--- config.mk ---
export PLATFORM = sky130hd
export DESIGN_NAME = tlb_fifo_lookup_insert_flat
export DESIGN_NICKNAME = d
export VERILOG_FILES = /design/src/hdl/tlbf_pkg.sv /design/src/hdl/tlbf_if.sv /design/src/hdl/tlbf_cell.sv /design/src/hdl/tlb_fifo_lookup_insert.sv /design/src/flat_wrapper.sv
export SDC_FILE = /design/constraint.sdc
export NUM_CORES = 2
export LEC_CHECK = 0
export ABC_AREA = 0
export BUFFER_PORTS_ARGS = -buffer_cell sky130_fd_sc_hd__buf_2
export CELL_PAD_IN_SITES_DETAIL_PLACEMENT = 1
export CELL_PAD_IN_SITES_GLOBAL_PLACEMENT = 1
export CORE_ASPECT_RATIO = 1.25
export CORE_UTILIZATION = 40
export CTS_CLUSTER_DIAMETER = 120
export DETAILED_ROUTE_END_ITERATION = 6
export HOLD_SLACK_MARGIN = 0.08
export MAX_ROUTING_LAYER = met4
export PLACE_DENSITY_LB_ADDON = 0.1
export SYNTH_ARGS = -nofsm -noshare
export SYNTH_HDL_FRONTEND = slang
export SYNTH_HIERARCHICAL = 1
export SYNTH_SLANG_ARGS = --single-unit
--- constraint.sdc ---
create_clock -name clk -period 10.3 [get_ports clk]
set_clock_uncertainty 0.15 [all_clocks]
set_input_delay 1.03 -clock clk [delete_from_list [all_inputs] [get_ports clk]]
set_output_delay 1.03 -clock clk [all_outputs]
set_load 0.02 [all_outputs]
--- src/hdl/tlbf_pkg.sv ---
`timescale 1ns / 1ps

package tlbf_pkg;

  localparam int unsigned KEY_W   = 16;
  localparam int unsigned FRAME_W = 16;
  localparam int unsigned CNT_W   = 32;
  localparam int unsigned CFG_W   = 5;

  localparam logic [CFG_W-1:0] TLB_SIZE_RESET = CFG_W'(16);

  typedef enum logic [1:0] {
    CMD_LOOKUP = 2'd0,
    CMD_INSERT = 2'd1,
    CMD_REMOVE = 2'd2,
    CMD_FLUSH  = 2'd3
  } cmd_t;

  // One stored translation
  typedef struct packed {
    logic [KEY_W-1:0]   pid;
    logic [KEY_W-1:0]   page;
    logic [FRAME_W-1:0] frame;
  } entry_t;

  // Broadcast control from the top level to every cell
  typedef struct packed {
    logic flush;
    logic remove;
  } cell_ctrl_t;

endpackage

--- src/hdl/tlbf_if.sv ---
`timescale 1ns / 1ps

interface tlbf_req_if;
  logic        valid;
  logic        ready;
  logic [1:0]  command;
  logic [15:0] pid;
  logic [15:0] page;
  logic [15:0] frame;

  modport source (output valid, command, pid, page, frame, input ready);
  modport sink   (input valid, command, pid, page, frame, output ready);
endinterface

interface tlbf_rsp_if;
  logic        valid;
  logic        ready;
  logic        found;
  logic [15:0] frame_out;
  logic [31:0] lookup_count;
  logic [31:0] hit_count;

  modport source (output valid, found, frame_out, lookup_count, hit_count, input ready);
  modport sink   (input valid, found, frame_out, lookup_count, hit_count, output ready);
endinterface

interface tlbf_cfg_if;
  logic       valid;
  logic       ready;
  logic [4:0] data;

  modport source (output valid, data, input ready);
  modport sink   (input valid, data, output ready);
endinterface

--- src/hdl/tlbf_cell.sv ---
`timescale 1ns / 1ps

module tlbf_cell (
  input  logic               clk,
  input  logic               rst,
  input  logic               en,
  input  tlbf_pkg::cell_ctrl_t ctrl,
  input  tlbf_pkg::entry_t   req_entry,
  input  logic               wr_en,
  input  logic               shift_in,
  input  logic               nbr_valid,
  input  tlbf_pkg::entry_t   nbr_entry,
  output logic               shift_out,
  output logic               valid,
  output tlbf_pkg::entry_t   ent,
  output logic               hit
);
  import tlbf_pkg::*;

  // Compare the request key against this entry
  assign hit = valid && (ent.pid == req_entry.pid) && (ent.page == req_entry.page);

  // Move up from the neighbor at or after the dropped position
  assign shift_out = shift_in | (ctrl.remove & hit);

  // Hold the valid bit: clear on flush, set on write, else take it from the neighbor on a shift
  always_ff @(posedge clk) begin
    if (rst) begin
      valid <= 1'b0;
    end else if (en) begin
      if (ctrl.flush) begin
        valid <= 1'b0;
      end else if (wr_en) begin
        valid <= 1'b1;
      end else if (shift_out) begin
        valid <= nbr_valid;
      end
    end
  end

  // Payload: new entry on write, neighbor's entry on a shift
  always_ff @(posedge clk) begin
    if (en) begin
      if (wr_en) begin
        ent <= req_entry;
      end else if (shift_out) begin
        ent <= nbr_entry;
      end
    end
  end

endmodule

--- src/hdl/tlb_fifo_lookup_insert.sv ---
`timescale 1ns / 1ps

// Fully associative TLB with first-in first-out replacement.
// Channels: req (sink) carries command, pid, page and frame; rsp (source)
// returns found, frame_out, lookup_count and hit_count, one per request;
// cfg (sink) writes tlb_size, the number of entries used before eviction.
// cfg is always ready and should be written only while the block is idle.
// Each request is handled in the cycle it is accepted: all cells compare
// the key in parallel and a shift flag ripples down the row of cells, so
// an eviction or removal moves every later entry up by one at that edge.
// The response is registered and appears in the cycle after the request is accepted;
// throughput is one request per cycle while rsp is ready, limited by the single output register.
// When rsp stalls, the response holds in the output register and req.ready
// drops until it is taken.
// Reset (rst, synchronous) empties the table, clears both counters, sets
// tlb_size to 16 and drops the response; no clearing pass is needed.
module tlb_fifo_lookup_insert #(
  parameter int unsigned TLB_DEPTH = 16
) (
  input  logic     clk,
  input  logic     rst,
  tlbf_req_if.sink   req,
  tlbf_rsp_if.source rsp,
  tlbf_cfg_if.sink   cfg
);
  import tlbf_pkg::*;

  localparam int unsigned CW = $clog2(TLB_DEPTH + 1);
  localparam int unsigned EW = (CW > CFG_W) ? CW : CFG_W;

  logic [CFG_W-1:0] tlb_size;
  logic [CW-1:0]    count;
  logic [CW-1:0]    count_next;
  logic [CNT_W-1:0] accesses;
  logic [CNT_W-1:0] accesses_next;
  logic [CNT_W-1:0] hits;
  logic [CNT_W-1:0] hits_next;

  logic             req_acc;
  cell_ctrl_t       ctrl;
  entry_t           req_entry;
  logic             is_lookup;
  logic             is_insert;
  logic             is_remove;
  logic             any_hit;
  logic             full;
  logic             evict;
  logic             ins_write;
  logic [CW-1:0]    wr_pos;
  logic [EW-1:0]    size_ext;
  logic [EW-1:0]    eff_size;
  logic [FRAME_W-1:0] hit_frame;

  logic               valid_vec [TLB_DEPTH];
  entry_t             ent_vec   [TLB_DEPTH];
  logic [TLB_DEPTH-1:0] hit_vec;
  logic [TLB_DEPTH-1:0] wr_vec;
  logic               shift_chain [TLB_DEPTH+1];
  logic               nbr_valid [TLB_DEPTH];
  entry_t             nbr_entry [TLB_DEPTH];

  // Accept a request whenever the output register is free or draining
  assign req.ready = !rsp.valid || rsp.ready;
  assign req_acc   = req.valid && req.ready;
  assign cfg.ready = 1'b1;

  assign req_entry = '{pid: req.pid, page: req.page, frame: req.frame};
  assign is_lookup = (req.command == CMD_LOOKUP);
  assign is_insert = (req.command == CMD_INSERT);
  assign is_remove = (req.command == CMD_REMOVE);
  assign ctrl.flush  = (req.command == CMD_FLUSH);
  assign ctrl.remove = is_remove;

  // Clamp the configured size into one..TLB_DEPTH
  assign size_ext = EW'(tlb_size);
  always_comb begin
    if (size_ext == '0) begin
      eff_size = EW'(1);
    end else if (size_ext > EW'(TLB_DEPTH)) begin
      eff_size = EW'(TLB_DEPTH);
    end else begin
      eff_size = size_ext;
    end
  end

  assign any_hit   = |hit_vec;
  assign full      = (EW'(count) >= eff_size);
  assign ins_write = is_insert && !any_hit;
  assign evict     = ins_write && full;
  assign wr_pos    = evict ? (count - CW'(1)) : count;

  // Eviction starts the shift at the oldest cell
  assign shift_chain[0] = evict;

  for (genvar i = 0; i < TLB_DEPTH; i++) begin : g_cell
    assign wr_vec[i] = ins_write && (wr_pos == CW'(i));

    if (i == TLB_DEPTH - 1) begin : g_last
      assign nbr_valid[i] = 1'b0;
      assign nbr_entry[i] = '0;
    end else begin : g_mid
      assign nbr_valid[i] = valid_vec[i+1];
      assign nbr_entry[i] = ent_vec[i+1];
    end

    tlbf_cell u_cell (
      .clk       (clk),
      .rst       (rst),
      .en        (req_acc),
      .ctrl      (ctrl),
      .req_entry (req_entry),
      .wr_en     (wr_vec[i]),
      .shift_in  (shift_chain[i]),
      .nbr_valid (nbr_valid[i]),
      .nbr_entry (nbr_entry[i]),
      .shift_out (shift_chain[i+1]),
      .valid     (valid_vec[i]),
      .ent       (ent_vec[i]),
      .hit       (hit_vec[i])
    );
  end

  // Select the matching frame; keys are unique so an OR suffices
  always_comb begin
    hit_frame = '0;
    for (int i = 0; i < TLB_DEPTH; i++) begin
      if (hit_vec[i]) begin
        hit_frame = hit_frame | ent_vec[i].frame;
      end
    end
  end

  // Update fill count and statistics
  always_comb begin
    count_next    = count;
    accesses_next = accesses;
    hits_next     = hits;
    if (ctrl.flush) begin
      count_next = '0;
    end else if (ins_write && !evict) begin
      count_next = count + CW'(1);
    end else if (is_remove && any_hit) begin
      count_next = count - CW'(1);
    end
    if (is_lookup) begin
      accesses_next = accesses + CNT_W'(1);
      if (any_hit) begin
        hits_next = hits + CNT_W'(1);
      end
    end
  end

  // Hold state, counters and configuration
  always_ff @(posedge clk) begin
    if (rst) begin
      count    <= '0;
      accesses <= '0;
      hits     <= '0;
      tlb_size <= TLB_SIZE_RESET;
    end else begin
      if (req_acc) begin
        count    <= count_next;
        accesses <= accesses_next;
        hits     <= hits_next;
      end
      if (cfg.valid && cfg.ready) begin
        tlb_size <= cfg.data;
      end
    end
  end

  // Output register: load on accept, drop once taken
  always_ff @(posedge clk) begin
    if (rst) begin
      rsp.valid <= 1'b0;
    end else if (req_acc) begin
      rsp.valid <= 1'b1;
    end else if (rsp.ready) begin
      rsp.valid <= 1'b0;
    end
  end

  always_ff @(posedge clk) begin
    if (req_acc) begin
      rsp.found        <= is_lookup && any_hit;
      rsp.frame_out    <= is_lookup ? hit_frame : '0;
      rsp.lookup_count <= accesses_next;
      rsp.hit_count    <= hits_next;
    end
  end

`ifndef ASSERT_OFF
  logic packed_ok;
  always_comb begin
    packed_ok = 1'b1;
    for (int i = 0; i < TLB_DEPTH; i++) begin
      if (valid_vec[i] != (CW'(i) < count)) begin
        packed_ok = 1'b0;
      end
    end
  end

  a_count_bound: assert property (@(posedge clk) disable iff (rst)
    count <= CW'(TLB_DEPTH))
    else $error("fill count above table depth");

  a_key_unique: assert property (@(posedge clk) disable iff (rst)
    $onehot0(hit_vec))
    else $error("key matched more than one entry");

  a_packed: assert property (@(posedge clk) disable iff (rst)
    packed_ok)
    else $error("valid entries not packed below the fill count");

  a_flush_empty: assert property (@(posedge clk) disable iff (rst)
    (req_acc && ctrl.flush) |=> (count == '0))
    else $error("table not empty after flush");

  a_hits_stable: assert property (@(posedge clk) disable iff (rst)
    (req_acc && !is_lookup) |=> $stable(hits))
    else $error("hit counter moved on a non-lookup request");
`endif

endmodule

--- src/flat_wrapper.sv ---
// flat-port wrapper written by rule: the top's interface ports become plain ports
module tlb_fifo_lookup_insert_flat import tlbf_pkg::*;
#(
  parameter int unsigned TLB_DEPTH = 16
)
  (clk, rst, req_valid, req_command, req_pid, req_page, req_frame, req_ready, rsp_valid, rsp_found, rsp_frame_out, rsp_lookup_count, rsp_hit_count, rsp_ready, cfg_valid, cfg_data, cfg_ready);
  tlbf_req_if req_i ();
  tlbf_rsp_if rsp_i ();
  tlbf_cfg_if cfg_i ();
  input  logic clk;
  input  logic rst;
  input wire logic [$bits(req_i.valid)-1:0] req_valid;
  input wire logic [$bits(req_i.command)-1:0] req_command;
  input wire logic [$bits(req_i.pid)-1:0] req_pid;
  input wire logic [$bits(req_i.page)-1:0] req_page;
  input wire logic [$bits(req_i.frame)-1:0] req_frame;
  output wire logic [$bits(req_i.ready)-1:0] req_ready;
  output wire logic [$bits(rsp_i.valid)-1:0] rsp_valid;
  output wire logic [$bits(rsp_i.found)-1:0] rsp_found;
  output wire logic [$bits(rsp_i.frame_out)-1:0] rsp_frame_out;
  output wire logic [$bits(rsp_i.lookup_count)-1:0] rsp_lookup_count;
  output wire logic [$bits(rsp_i.hit_count)-1:0] rsp_hit_count;
  input wire logic [$bits(rsp_i.ready)-1:0] rsp_ready;
  input wire logic [$bits(cfg_i.valid)-1:0] cfg_valid;
  input wire logic [$bits(cfg_i.data)-1:0] cfg_data;
  output wire logic [$bits(cfg_i.ready)-1:0] cfg_ready;
  assign req_i.valid = req_valid;
  assign req_i.command = req_command;
  assign req_i.pid = req_pid;
  assign req_i.page = req_page;
  assign req_i.frame = req_frame;
  assign req_ready = req_i.ready;
  assign rsp_valid = rsp_i.valid;
  assign rsp_found = rsp_i.found;
  assign rsp_frame_out = rsp_i.frame_out;
  assign rsp_lookup_count = rsp_i.lookup_count;
  assign rsp_hit_count = rsp_i.hit_count;
  assign rsp_i.ready = rsp_ready;
  assign cfg_i.valid = cfg_valid;
  assign cfg_i.data = cfg_data;
  assign cfg_ready = cfg_i.ready;
  tlb_fifo_lookup_insert #(.TLB_DEPTH(TLB_DEPTH)) u_core (.clk(clk), .rst(rst), .req(req_i), .rsp(rsp_i), .cfg(cfg_i));
endmodule
==> metrics.md <==
| Metric | Value |
|---|---|
| Post-route antenna net violation count | `0` |
| Post-CTS Resized | `0` |
| Flop pwr share | `about half` |
| Routability congestion estimate | `about 0.84` |
| Port Buffers | `about 140` |
| R2R Path End | `u_core/g_cell[15].u_cell/ent[18]$_DFFE_PP_` |
| Status | `finished, final reports clean` |
| Worst min path class | `reg -> reg` |
| Hold path start | `u_core/rsp.valid$_SDFFE_PP0P_` |
| Worst-margin pin slew | `between 1000 and 1500 ps` |
| Post-placement cell area | `0.0525 sq mm` |
| Cells after Synth | `roughly 3600` |
| FF-to-FF path depth | `28` |
| Vias | `between 30000 and 40000` |
| Number of global-route vias before repair | `34100` |
| First-pass iteration count of the detailed router | `5` |
| DR iter-0 viols | `between 1500 and 2000` |
| Filler Cell Count | `roughly 12000` |
| Internal power | `6590 uW` |
| GRT Overall Usage | `between 20 and 30%` |
| Setup TNS | `0 ps` |
| Max Fclk | `roughly 0.12 GHz` |
| Cell mode on critical path | `a31o_2` |
| Drt drc | `0` |
| Slowest stage cell, crit path | `buf_2` |
| Sw Share | `approximately a quarter` |
| DIE AREA | `0.125 sq mm` |
| Final count of hold timing violations | `0` |
| Grt total ovfl | `0` |
| Share of total power in combinational logic | `~8.2%` |
| Multi-input gate area | `between 0.02 and 0.025 sq mm` |
| Dpl hpwl | `a little over 100000 um` |
| H-tree depth | `3` |
| Unrepaired setup endpoints after global routing | `no` |
| Slew Viols, Final | `0` |
| Clk slew on worst S/H paths | `approximately 50 ps` |
| Clock latency on the worst-skew pair | `approximately 730 ps` |
| Rel. slew slack | `between 15 and 20%` |
| Crit path DAT | `8600 ps` |
| # hold bufs at CTS | `0` |
| Lkg Pwr | `between 0.015 and 0.02 uW` |
| Layout cell share with drive strength beyond 1 | `between 30% and 40%` |
| MaxCap Viol Count | `0` |
| R2r startpoint | `u_core/g_cell[12].u_cell/ent[45]$_DFFE_PP_` |
| PwrDens | `roughly 160 mW/mm^2` |
| Synth Cell Area | `0.0494 sq mm` |
| Clock root cell | `clkbuf_16` |
| Worst path max stage delay | `570 ps` |
| Initial Util | `between 40% and 50%` |
| Hold depth | `2` |
| Final setup viols | `0` |
| Die Wd | `316 um` |
| Maximum fanout along the worst path | `40` |
| Syn. warnings | `6` |
| Setup bufs post-CTS | `0` |
| Global-route wire length before repair | `227000 um` |
| Initial antenna violation count | `12` |
| Mean Syn Cell Area | `approximately 14 sq um` |
| Post-Layout Cell Count | `5482` |
| Critical Setup Path Class | `in -> reg` |
| Largest net degree at the start of global routing | `84` |
| WL final | `around 150000 um` |
| Worst Hold Endpoint | `u_core/rsp.valid$_SDFFE_PP0P_` |
| CP required | `roughly 11000 ps` |
| CTS tree | `built` |
| Core area | `between 0.1 and 0.15 sq mm` |
| Wire per inst | `approximately 28 um` |
| Peak VDD IR | `around 0.14 mV` |
| Clk buf depth | `3` |
| TritonCTS buffer count | `about 100` |
| FF+latch area | `around 0.027 sq mm` |
| Ports | `~140` |
| Min Tclk post-route | `between 8000 and 9000 ps` |
| Core Rows | `approximately 140` |
| Final net count | `around 3900` |
| Setup slack, reg-to-reg | `approximately 2400 ps` |
| Vias per inst | `roughly 5.7` |
| Placed insts | `roughly 5300` |
| Clock share of power | `a little over two fifths` |
| Hold Slack | `between 300 and 400 ps` |
| Critical path capture point type | `flip-flop` |
| P_sw | `2100 uW` |
| Clock sink total | `940` |
| Die H | `roughly 400 um` |
| Area Overhead vs Synth | `13.0%` |
| Crit start category | `primary input` |
| Final period util | `81.0%` |
| Post-route cell area | `roughly 0.056 sq mm` |
==> state kept, by name (all words and copies together) (netlist names) <==
signal and count:
u_core/g_cell.u_cell/ent 768, u_core/accesses 32, u_core/hits 32, u_core/rsp.hit_count 32, u_core/rsp.lookup_count 32, u_core/g_cell.u_cell/valid 16, u_core/rsp.frame_out 16, u_core/count 5
u_core/size_ext 5, u_core/rsp.found 1, u_core/rsp.valid 1
==> worst max path at each step <==
stage | startpoint | end | slack, ps | depth (start not counted)
after floorplan | rsp_ready | u_core/g_cell[15].u_cell/ent[0]$_DFFE_PP_ | 2640 | 5
final | req_pid[9] | u_core/g_cell[15].u_cell/ent[18]$_DFFE_PP_ | 1960 | 30
after global placement | req_pid[2] | u_core/g_cell[15].u_cell/ent[44]$_DFFE_PP_ | 1310 | 29
after detailed placement | req_pid[2] | u_core/g_cell[15].u_cell/ent[18]$_DFFE_PP_ | 1240 | 29
after CTS | req_pid[2] | u_core/g_cell[15].u_cell/ent[18]$_DFFE_PP_ | 2010 | 29
after global routing | req_pid[9] | u_core/g_cell[15].u_cell/ent[18]$_DFFE_PP_ | 1660 | 30
==> critical path, delay by kind of cell <==
| family | cells | cell delay, ps |
|---|---|---|
| and+or+nand+nor | 9 | 1930 |
| buffers and inverters | 4 | 1600 |
| AOI/OAI and AO/OA | 17 | 3960 |
==> per-layer routing <==
metal,track usage (%),vias up,wire [um]
met4,8.99,0,5450
met1,27.9,16400,59400
met5,-,-,0
met3,2.94,269,6390
li1,-,14000,-
met2,46.3,811,83100
==> stage by stage <==
stage	utilization, %	setup slack, ps	power (uW)
6_report	45.7	1960	8690
2_1_floorplan	-	2640	4800
5_1_grt	45.7	1660	8970
4_1_cts	45.7	2010	8790
3_3_place_gp	43.0	1310	5080
3_5_place_dp	43.0	1240	5110
==> placed cells by master, fill, tap and decap left out, types with 44 or more instances in the layout <==
cell type    n
a221oi_1    48
a22o_1      48
a31oi_1     51
buf_2      142
buf_4       97
clkbuf_16  105
conb_1      50
dfxtp_1     91
edfxtp_1   849
inv_1       44
mux2_2     769
nand2_1     79
nand3_1     52
nand4_1    121
nor2_1     111
nor2b_1     51
xnor2_1    469
xor2_1      52
==> power groups by stage <==
stage	combinational, uW	clock (uW)	sequential, uW
2_1_floorplan	402	0	4400
5_1_grt	762	3880	4320
3_5_place_dp	712	0	4400
3_3_place_gp	693	0	4390
4_1_cts	715	3760	4320
6_report	711	3660	4310
==> final cells by class <==
class,count,share of cell area [%]
Multi-Input combinational cell,2447,38.6
Sequential cell,940,49.0
Antenna cell,9,0.0404
Tap cell,1595,3.58
Inverter,61,0.419
Timing Repair Buffer,239,2.58
Clock inverter,58,0.857
Clock buffer,133,5.01
(Power assumes the default switching activity.)
